## src/hdl/dsc_pkg.sv

```systemverilog
`timescale 1ns / 1ps

package dsc_pkg;

    // Input kinds (s_axis_tuser)
    localparam logic [1:0] KIND_LOAD_PROC  = 2'd0;
    localparam logic [1:0] KIND_LOAD_AVAIL = 2'd1;
    localparam logic [1:0] KIND_CHECK      = 2'd2;

    // Register indexes (paddr[2])
    localparam logic REG_PROCS = 1'b0;
    localparam logic REG_RES   = 1'b1;

    // Register reset values
    localparam logic [3:0] PROCS_RST = 4'd8;
    localparam logic [2:0] RES_RST   = 3'd4;

    // Field widths fixed by the stream format
    localparam int KIND_W  = 2;
    localparam int PIDX_W  = 3;
    localparam int RIDX_W  = 2;
    localparam int UNITS_W = 16;
    localparam int PNUM_W  = 3;
    localparam int PROCS_W = 4;
    localparam int RES_W   = 3;

    // Input tdata layout, lowest field first
    localparam int PIDX_LSB  = 0;
    localparam int RIDX_LSB  = PIDX_LSB + PIDX_W;
    localparam int ALLOC_LSB = RIDX_LSB + RIDX_W;
    localparam int MAX_LSB   = ALLOC_LSB + UNITS_W;
    localparam int AVAIL_LSB = MAX_LSB + UNITS_W;
    localparam int S_TDATA_W = ((AVAIL_LSB + UNITS_W + 7) / 8) * 8;
    localparam int M_TDATA_W = 8;

    // APB
    localparam int APB_AW = 3;
    localparam int APB_DW = 32;

    // Check request from the front end to the engine
    typedef struct packed {
        logic               start;
        logic [PROCS_W-1:0] procs;
        logic [RES_W-1:0]   res;
    } t_chk_cmd;

    // One result item
    typedef struct packed {
        logic              is_safe;
        logic [PNUM_W-1:0] process_number;
        logic              last;
    } t_result;

endpackage

```

## src/hdl/dsc_ram.sv

```systemverilog
`timescale 1ns / 1ps

module dsc_ram #(
    parameter int WIDTH = 8,
    parameter int DEPTH = 16,
    localparam int AW = (DEPTH > 1) ? $clog2(DEPTH) : 1
) (
    input  logic             i_clk,
    input  logic             i_we,
    input  logic [AW-1:0]    i_waddr,
    input  logic [WIDTH-1:0] i_wdata,
    input  logic             i_re,
    input  logic [AW-1:0]    i_raddr,
    output logic [WIDTH-1:0] o_rdata
);

    logic [WIDTH-1:0] r_mem [DEPTH];
    logic [WIDTH-1:0] r_q;

    // one write port, one registered read port; read data holds without i_re
    always_ff @(posedge i_clk) begin
        if (i_we) begin
            r_mem[i_waddr] <= i_wdata;
        end
        if (i_re) begin
            r_q <= r_mem[i_raddr];
        end
    end

    assign o_rdata = r_q;

endmodule

```

## src/hdl/dsc_engine.sv

```systemverilog
`timescale 1ns / 1ps

module dsc_engine #(
    parameter int PROCESSES  = 8,
    parameter int RESOURCES  = 4,
    parameter int VALUE_BITS = 16,
    localparam int TAW = (PROCESSES * RESOURCES > 1) ? $clog2(PROCESSES * RESOURCES) : 1
) (
    input  logic                      i_clk,
    input  logic                      i_rst_n,
    input  dsc_pkg::t_chk_cmd         i_cmd,
    input  logic [VALUE_BITS-1:0]     i_avail [RESOURCES],
    output logic                      o_tbl_re,
    output logic [TAW-1:0]            o_tbl_raddr,
    input  logic [2*VALUE_BITS-1:0]   i_tbl_rdata,
    output logic                      o_busy,
    output logic                      o_res_valid,
    input  logic                      i_res_ready,
    output dsc_pkg::t_result          o_res
);

    localparam int PIW = (PROCESSES > 1) ? $clog2(PROCESSES) : 1;
    localparam int RIW = (RESOURCES > 1) ? $clog2(RESOURCES) : 1;
    localparam int CW  = $clog2(PROCESSES + 1);
    localparam int RCW = $clog2(RESOURCES + 1);
    localparam int WW  = VALUE_BITS + $clog2(PROCESSES + 1);

    localparam logic [2:0] ST_IDLE = 3'd0;
    localparam logic [2:0] ST_RD   = 3'd1;
    localparam logic [2:0] ST_EV   = 3'd2;
    localparam logic [2:0] ST_ADD  = 3'd3;
    localparam logic [2:0] ST_DONE = 3'd4;
    localparam logic [2:0] ST_ERD  = 3'd5;
    localparam logic [2:0] ST_EWR  = 3'd6;
    localparam logic [2:0] ST_UNS  = 3'd7;

    logic [2:0]              r_st, n_st;
    logic [CW-1:0]           r_np, n_np;
    logic [RCW-1:0]          r_nr, n_nr;
    logic [PIW-1:0]          r_p, n_p;
    logic [PIW-1:0]          r_pass, n_pass;
    logic [RIW-1:0]          r_res, n_res;
    logic [CW-1:0]           r_cnt, n_cnt;
    logic [PIW-1:0]          r_e, n_e;
    logic                    r_ovld, n_ovld;
    dsc_pkg::t_result        r_out, n_out;
    logic [PROCESSES-1:0]    r_fin;
    logic [WW-1:0]           r_work [RESOURCES];
    logic [VALUE_BITS-1:0]   r_abuf [RESOURCES];

    logic [VALUE_BITS-1:0]   v_alloc, v_max, v_need;
    logic                    fit, last_p, last_pass, last_r, last_e, slot_free;
    logic                    adv, do_init, do_add, fin_set, abuf_we, ord_we, ord_re;
    logic [dsc_pkg::PNUM_W-1:0] ord_q;

    // need = maximum - allocated; a negative need always fits
    assign v_alloc   = i_tbl_rdata[VALUE_BITS-1:0];
    assign v_max     = i_tbl_rdata[2*VALUE_BITS-1:VALUE_BITS];
    assign v_need    = v_max - v_alloc;
    assign fit       = !((v_max > v_alloc) && (WW'(v_need) > r_work[r_res]));

    assign last_p    = (CW'(r_p) + CW'(1)) == r_np;
    assign last_pass = (CW'(r_pass) + CW'(1)) == r_np;
    assign last_e    = (CW'(r_e) + CW'(1)) == r_np;
    assign last_r    = (RCW'(r_res) + RCW'(1)) == r_nr;
    assign slot_free = !r_ovld || i_res_ready;

    // row element address: first resource on RD, the following one in EV
    assign o_tbl_raddr = TAW'(int'(r_p) * RESOURCES +
                              ((r_st == ST_EV) ? int'(r_res) + 1 : 0));

    // sequencer
    always_comb begin
        n_st     = r_st;
        n_np     = r_np;
        n_nr     = r_nr;
        n_p      = r_p;
        n_pass   = r_pass;
        n_res    = r_res;
        n_cnt    = r_cnt;
        n_e      = r_e;
        n_out    = r_out;
        n_ovld   = r_ovld && !i_res_ready;
        o_tbl_re = 1'b0;
        adv      = 1'b0;
        do_init  = 1'b0;
        do_add   = 1'b0;
        fin_set  = 1'b0;
        abuf_we  = 1'b0;
        ord_we   = 1'b0;
        ord_re   = 1'b0;
        case (r_st)
            ST_IDLE: begin
                if (i_cmd.start) begin
                    do_init = 1'b1;
                    n_np    = CW'(i_cmd.procs);
                    n_nr    = RCW'(i_cmd.res);
                    n_p     = '0;
                    n_pass  = '0;
                    n_cnt   = '0;
                    n_st    = ST_RD;
                end
            end
            ST_RD: begin
                if (r_fin[r_p]) begin
                    adv = 1'b1;
                end else begin
                    o_tbl_re = 1'b1;
                    n_res    = '0;
                    n_st     = ST_EV;
                end
            end
            ST_EV: begin
                abuf_we = 1'b1;
                if (!fit) begin
                    adv = 1'b1;
                end else if (last_r) begin
                    n_st = ST_ADD;
                end else begin
                    o_tbl_re = 1'b1;
                    n_res    = r_res + RIW'(1);
                end
            end
            ST_ADD: begin
                do_add  = 1'b1;
                fin_set = 1'b1;
                ord_we  = 1'b1;
                n_cnt   = r_cnt + CW'(1);
                adv     = 1'b1;
            end
            ST_DONE: begin
                n_e  = '0;
                n_st = (r_cnt == r_np) ? ST_ERD : ST_UNS;
            end
            ST_ERD: begin
                ord_re = 1'b1;
                n_st   = ST_EWR;
            end
            ST_EWR: begin
                if (slot_free) begin
                    n_ovld               = 1'b1;
                    n_out.is_safe        = 1'b1;
                    n_out.process_number = ord_q;
                    n_out.last           = last_e;
                    n_e                  = r_e + PIW'(1);
                    n_st                 = last_e ? ST_IDLE : ST_ERD;
                end
            end
            ST_UNS: begin
                if (slot_free) begin
                    n_ovld               = 1'b1;
                    n_out.is_safe        = 1'b0;
                    n_out.process_number = '0;
                    n_out.last           = 1'b1;
                    n_st                 = ST_IDLE;
                end
            end
            default: begin
                n_st = ST_IDLE;
            end
        endcase

        // step to the next process, wrapping into the next pass
        if (adv) begin
            if (last_p) begin
                n_p = '0;
                if (last_pass) begin
                    n_st = ST_DONE;
                end else begin
                    n_pass = r_pass + PIW'(1);
                    n_st   = ST_RD;
                end
            end else begin
                n_p  = r_p + PIW'(1);
                n_st = ST_RD;
            end
        end
    end

    // control state
    always_ff @(posedge i_clk) begin
        if (!i_rst_n) begin
            r_st   <= ST_IDLE;
            r_np   <= '0;
            r_nr   <= '0;
            r_p    <= '0;
            r_pass <= '0;
            r_res  <= '0;
            r_cnt  <= '0;
            r_e    <= '0;
            r_ovld <= 1'b0;
            r_fin  <= '0;
        end else begin
            r_st   <= n_st;
            r_np   <= n_np;
            r_nr   <= n_nr;
            r_p    <= n_p;
            r_pass <= n_pass;
            r_res  <= n_res;
            r_cnt  <= n_cnt;
            r_e    <= n_e;
            r_ovld <= n_ovld;
            if (do_init) begin
                r_fin <= '0;
            end else if (fin_set) begin
                r_fin[r_p] <= 1'b1;
            end
        end
    end

    // work vector: loaded from available, grows by each finished allocation
    always_ff @(posedge i_clk) begin
        if (!i_rst_n) begin
            for (int i = 0; i < RESOURCES; i++) begin
                r_work[i] <= '0;
            end
        end else begin
            for (int i = 0; i < RESOURCES; i++) begin
                if (do_init) begin
                    r_work[i] <= WW'(i_avail[i]);
                end else if (do_add && (i < int'(r_nr))) begin
                    r_work[i] <= r_work[i] + WW'(r_abuf[i]);
                end
            end
        end
    end

    // payload: allocation row buffer and output register
    always_ff @(posedge i_clk) begin
        if (abuf_we) begin
            r_abuf[r_res] <= v_alloc;
        end
        r_out <= n_out;
    end

    // safe order store
    dsc_ram #(
        .WIDTH (dsc_pkg::PNUM_W),
        .DEPTH (PROCESSES)
    ) u_order (
        .i_clk   (i_clk),
        .i_we    (ord_we),
        .i_waddr (r_cnt[PIW-1:0]),
        .i_wdata (dsc_pkg::PNUM_W'(r_p)),
        .i_re    (ord_re),
        .i_raddr (r_e),
        .o_rdata (ord_q)
    );

    assign o_busy      = r_st != ST_IDLE;
    assign o_res_valid = r_ovld;
    assign o_res       = r_out;

endmodule

```

## config.mk

```make
export PLATFORM = sky130hd
export DESIGN_NAME = dsc_engine
export DESIGN_NICKNAME = d
export VERILOG_FILES = /design/src/hdl/dsc_pkg.sv /design/src/hdl/dsc_ram.sv /design/src/hdl/dsc_engine.sv
export SDC_FILE = /design/constraint.sdc
export NUM_CORES = 1
export LEC_CHECK = 0
export CAP_MARGIN = 20
export CELL_PAD_IN_SITES_DETAIL_PLACEMENT = 2
export CELL_PAD_IN_SITES_GLOBAL_PLACEMENT = 2
export CORE_UTILIZATION = 45
export CTS_CLUSTER_SIZE = 20
export DETAILED_ROUTE_END_ITERATION = 8
export DONT_BUFFER_PORTS = 1
export HOLD_SLACK_MARGIN = 0.03
export PLACE_DENSITY_LB_ADDON = 0.15
export SETUP_SLACK_MARGIN = 0.2
export SLEW_MARGIN = 20
export SYNTH_ARGS = -nofsm -noshare
export SYNTH_HDL_FRONTEND = slang
export SYNTH_SLANG_ARGS = --single-unit
```

## constraint.sdc

```tcl
create_clock -name i_clk -period 10.37 [get_ports i_clk]
set_input_delay 1.5555 -clock i_clk [delete_from_list [all_inputs] [get_ports i_clk]]
set_output_delay 1.5555 -clock i_clk [all_outputs]
set_load 0.02 [all_outputs]
```

# [After elaboration in Yosys (flattened, before gate mapping)]
# Memory sizes are Yosys's and may differ from the RTL's. A register that Yosys moved wholly into a read port is not among the register bits.
# Cells that the tools add are included.
[op_classes] n_addsub=16 bitwise_logic=10 mux=85 n_div=0 n_shift=0 n_mul=0 eq_ne=24 reduce_logical=28 order_cmp=8
[ops] op="$mux W20" count=8
[ops] op="$add A20 B16 Y20" count=4
[ops] op="$mux W3" count=21
[ops] op="$mux W1" count=38
[ops] op="$pmux W3 S7" count=1
[ops] op="$gt A16 B20 Y1" count=1
[ops] op="$ne A3 B3 Y1 const B" count=6
[ops] op="$eq A4 B4 Y1" count=4
[ops] op="$gt A16 B16 Y1" count=1
[ops] op="$sub A16 B16 Y16" count=1
[ops] op="$add A3 B1 Y4 const B" count=3
[ops] op="$eq A3 B3 Y1 const B" count=4
[ops] op="$mux W2" count=6
[ops] op="$ne A2 B2 Y1 const B" count=6
[ops] op="$reduce_bool A2 Y1" count=6
[ops] op="$mux W5" count=2
[ops] op="$pmux W5 S2" count=1
[ops] op="$add A3 B1 Y3 const B" count=3
[ops] op="$or A1 B1 Y1" count=8
[ops] op="$or A8 B8 Y8" count=1
[ops] op="$pmux W4 S2" count=1
[ops] op="$reduce_and A2 Y1" count=4
[ops] op="$reduce_bool A8 Y1" count=1
[ops] op="$logic_and A1 B1 Y1" count=7
[ops] op="27 further kinds" count=33
[totals] out_inout_bits=13 word_cells=187 mem_count=3 romBits=0 register_bits=39 mem_bits_rw=168 latch_bits=0
[memory_table] name="r_work" depth=4 width=20 rd=5 rd_ports_with_merged_regs=1 write_ports=4 line="dsc_engine.sv:48" rtl="logic [WW-1:0] r_work [RESOURCES];"
[memory_table] name="r_abuf" depth=4 width=16 rd=4 rd_ports_with_merged_regs=0 write_ports=1 line="dsc_engine.sv:49" rtl="logic [VALUE_BITS-1:0] r_abuf [RESOURCES];"
[memory_table] name="u_order.r_mem" depth=8 width=3 rd=1 rd_ports_with_merged_regs=1 write_ports=1 line="dsc_ram.sv:17" rtl="logic [WIDTH-1:0] r_mem [DEPTH];"

# [Logic depth before layout (Yosys ltp)]
[logic_depth] depth_word=8 depth_mapped=20 ltp_nobuf=19

# [Hierarchy]
# A second synthesis with hierarchy kept.
[hier_totals] cells_unflattened=1243 hier_area_um2=13130.1
[modules_own_cells] mod="dsc_engine" n_inst=1 cells_per_inst=1193 area_per_inst_um2=12057.8
[modules_own_cells] mod="dsc_ram" n_inst=1 cells_per_inst=50 area_per_inst_um2=1072.3

# [Worst setup path before layout]
# No wires, ideal clock.
[synth_path] kind="input -> output" start="input i_tbl_rdata[16]" end="output o_tbl_re" required_time_ps=8815 arrival_ps=4575 slack_ps=4240 stages=17 n_path_buf=0 path_cell_list="inv_1 > ha_1 > fa_1 > nand2b_1 > a211oi_1 > nor2b_1 > o21ai_0 > a21o_1 > a21oi_1 > xnor2_1 > ha_1 > nand4_1 > a2111oi_2 > a211o_2 > o211ai_4 > o211ai_1 > inv_1"
[synth_via] elab_chain_len=5
[synth_lines] element="start, declared" line="dsc_engine.sv:15" rtl="input logic [2*VALUE_BITS-1:0] i_tbl_rdata,"
[synth_lines] element="$sub A16 B16 Y16" line="dsc_engine.sv:59" rtl="assign v_need = v_max - v_alloc;"
[synth_lines] element="$gt A16 B20 Y1" line="dsc_engine.sv:60" rtl="assign fit = !((v_max > v_alloc) && (WW'(v_need) > r_work[r_res]));"
[synth_lines] element="$logic_and A1 B1 Y1 *" line="dsc_engine.sv:60"
[synth_lines] element="$mux W1 *" line="dsc_engine.sv:115" rtl="if (!fit) begin"
[synth_lines] element="$pmux W1 S2 *" line="dsc_engine.sv:92" rtl="case (r_st)"
[synth_lines] element="end, declared" line="dsc_engine.sv:13" rtl="output logic o_tbl_re,"
# Mark *: on every way between the ends. The rest lies on a longest branch, timed or not.

# [Worst setup path after layout]
# Same ends and word-level chain as after synthesis.

==> run_results.csv <==
group,metric,value,unit
power,peakVddDrop,0.138,mV
clock_tree,clkSinkCount,212,
drt,via_per_inst,6.21,
timing,timing.setup.tns,0,ps
floorplan,die_h,173,µm
clock_tree,htree_num_levels,1,
layout,utilization,50.1,%
clock_tree,clockRootBuffer,"clkbuf_16",
synthesis,synthTopCellsByArea,"edfxtp_1 40%, ha_1 10%, dfxtp_1 5.5%",
synthesis,async_reset_ff_share,0,%
critical_path,worst-endpoint-required,8810,ps
timing,finalClockSkew,33.8,ps
clock_tree,clkLatencyLatePin,570,ps
placement,dpl-instance-area,13500,µm²
floorplan,die_area,30000,µm²
synthesis,synth_top_area_share,40.1,%
layout,drive_gt1_share,8.12,%
synthesis,yosysTopAreaCell,"edfxtp_1",
critical_path,path_cells,"inv_1, ha_1, fa_1, nand2b_1, a211oi_1, nor2b_1, o21ai_0, a21o_1, a21oi_1, xnor2_1, ha_1, nand4_1, nand2b_1, a31oi_1, o211ai_4, o211ai_1, inv_1",
critical_path,worstPathArrival,5250,ps
layout,nets,1466,
timing,slew_headroom,27.6,%
min_path,hold_class,"reg2reg",
critical_path,cpMaxStageDelayCell,"fa_1",
floorplan,die_w,173,µm
critical_path,r2r_setup_slack,6010,ps
synthesis,synthCells,1253,
global_routing,antenna_found_initial,2,
global_routing,grt_pass1_wl,68100,µm
synthesis,yosysUniqueCellTypes,76,
drt,num_vias,10300,
critical_path,critPathMaxStageDelay,420,ps
synthesis,synth_edf_count,176,
critical_path,reg2reg_depth,7,
timing,rsz0062_at_grt,"no",
timing,hold_viol,0,
timing,fin_crit,6800,ps
critical_path,crit_start,"i_tbl_rdata[16]",
clock_tree,cts_buffer_depth,3,
synthesis,synth-main-ff-cell,"edfxtp_1",
power,total_power,3150,µW
critical_path,critPathMaxFanout,4,
timing,worst_pin_slew,1080,ps
drt,drt_iter0_drc,671,
status,status,"finished clean",
timing,fmax,147,MHz
run,cap_violations,0,
placement,io_buffers,0,
min_path,holdPathStages,2,
layout,fill_cells,2925,
synthesis,synthesis.nets,1471,
min_path,hp-start,"r_fin[5]",
clock_tree,cts.clk_slew.worst_paths,60,ps
critical_path,crit_family,"compound AO/OA/AOI/OAI gates",
floorplan,rows,62,
drt,drc,0,
clock_tree,ctsResizeCount,0,
min_path,hold_path_end,"r_fin[5]",
placement,gp_congestion,0.839,
floorplan,start_util,45.8,%
clock_tree,holdBufCountCts,0,
drt,detail-route-antenna-nets,0,
critical_path,critPathLaunchType,"input port",
floorplan,pin_count,120,
global_routing,first_global_vias,11100,
power,p_leak,0.00552,µW
synthesis,syn_avg_cell_area,10.5,µm²
clock_tree,cts_made_buffers,26,
timing,setup_viol,0,
global_routing,grt_max_degree,65,
critical_path,path_buf_inv,2,
critical_path,critPathKind,"in2out",
timing,final_max_slew_viol_count,0,
drt,routed_wl,44300,µm
power,powerDensity,219,nW/µm²
clock_tree,post-cts-setup-buffers,0,
drt,drt_pass1_iterations,4,
placement,dpl.hpwl,33500,µm
global_routing,grt_overflow,0,
floorplan,core_area,28800,µm²
global_routing,grt.total_usage,29.8,%
synthesis,ys_ff_latch,212,
synthesis,ys_warn_count,0,
timing,period_share,65.6,%
critical_path,endpoint_kind,"output pin",
drt,avgRoutedWirePerCell,26.8,µm
synthesis,seq_area_frac_synth,45.6,%
synthesis,syn_area,13200,µm²
clock_tree,cts_tree,"done",
critical_path,reg2reg_to,"r_work[2][0]",
layout,design_area,14400,µm²
critical_path,path_depth,17,
layout,area_growth_syn_to_layout,9.53,%
critical_path,r2r-start,"r_st[2]",
==> where the power goes <==
part	internal [µW]	switching (µW)
sequential	1060	130
combinational	400	627
clock	551	389
total	2010	1150
==> cell families (layout without fill, tap and decap cells) <==
group	count (synthesis)	count (layout)	share of synthesized area, %
xor+xnor	86	86	5.72
compound gates	312	312	15.8
simple gates	384	384	14.0
flops	212	212	45.6
mux	34	34	4.70
other cells	0	2	0
fa+ha+maj	111	111	10.8
buf+inv	114	129	3.37
==> registers in the layout, indices dropped and copies added (netlist names), 4 cells and up, named ones only <==
| name | cells |
|---|---|
| r_fin | 8 |
| r_np | 4 |
| r_cnt | 4 |
| r_work | 80 |
| o_res | 5 |
| r_abuf | 64 |
| u_order.r_mem | 24 |
==> per-stage QoR <==
stage	hold WS (ps)	setup WS (ps)	std cells
3_5_place_dp	475	3590	1604
6_report	499	3570	1654
3_3_place_gp	451	3720	1604
4_1_cts	489	3570	1652
5_1_grt	550	3350	1654
2_1_floorplan	436	4240	1253
==> cell usage in the layout, fill, tap and decap left out, drive strengths merged, types with 6 or more instances in the layout <==
| cell type | instances |
|---|---|
| a22o | 15 |
| inv | 73 |
| o21ai | 102 |
| o31ai | 8 |
| nor2 | 83 |
| clkbuf | 32 |
| nand3 | 26 |
| nor3 | 29 |
| nand4 | 12 |
| a32o | 7 |
| edfxtp | 176 |
| o211ai | 10 |
| clkinv | 12 |
| ha | 106 |
| mux2i | 9 |
| a21boi | 18 |
| a211oi | 7 |
| a21o | 18 |
| nand2 | 133 |
| mux4 | 22 |
| and2 | 20 |
| nand2b | 21 |
| a21oi | 64 |
| buf | 9 |
| and3 | 6 |
| o21a | 12 |
| a31oi | 13 |
| nor4 | 7 |
| nor2b | 22 |
| dfxtp | 36 |
| or3 | 7 |
| xnor2 | 44 |
| xor2 | 42 |
==> cell usage after synthesis, types with 22 or more instances <==
master	instances
o21ai_0	72
nand3_1	25
nor2_1	83
a21oi_1	63
mux4_2	22
nand2_1	133
xnor2_1	44
ha_1	106
o21ai_1	28
nor3_1	28
edfxtp_1	176
dfxtp_1	36
inv_1	71
xor2_1	42
clkbuf_1	29
==> area by class of cell <==
| type | instances | area, µm² | area share (%) |
|---|---|---|---|
| Antenna cell | 2 | 5.00 | 0.0347 |
| Inverter | 72 | 270 | 1.87 |
| Multi-Input combinational cell | 927 | 6730 | 46.6 |
| Timing Repair Buffer | 9 | 67.6 | 0.468 |
| Clock buffer | 32 | 693 | 4.81 |
| Sequential cell | 212 | 6010 | 41.6 |
| Clock inverter | 16 | 176 | 1.22 |
| Tap cell | 384 | 480 | 3.33 |
==> layer usage <==
metal	global-route usage, %	share of wire (%)	vias up
li1	-	-	4601
met4	7.78	2.3	0
met1	41.3	45	5302
met5	0	0	-
met3	3.41	4.9	59
met2	49.7	48	303
==> tightest hold or removal path: stages, from the launching register on <==
cell	delay, ps
dfxtp_1	330
a31oi_1	50
nor2_1	80
==> how the worst max path moves through the flow <==
stage | end | slack (ps)
after floorplan | o_tbl_re | 4240
after global placement | o_tbl_re | 3720
after detailed placement | o_tbl_re | 3590
after CTS | o_tbl_re | 3570
after global routing | o_tbl_re | 3350
final | o_tbl_re | 3570
No activity file was read; power rests on OpenSTA's default activity.
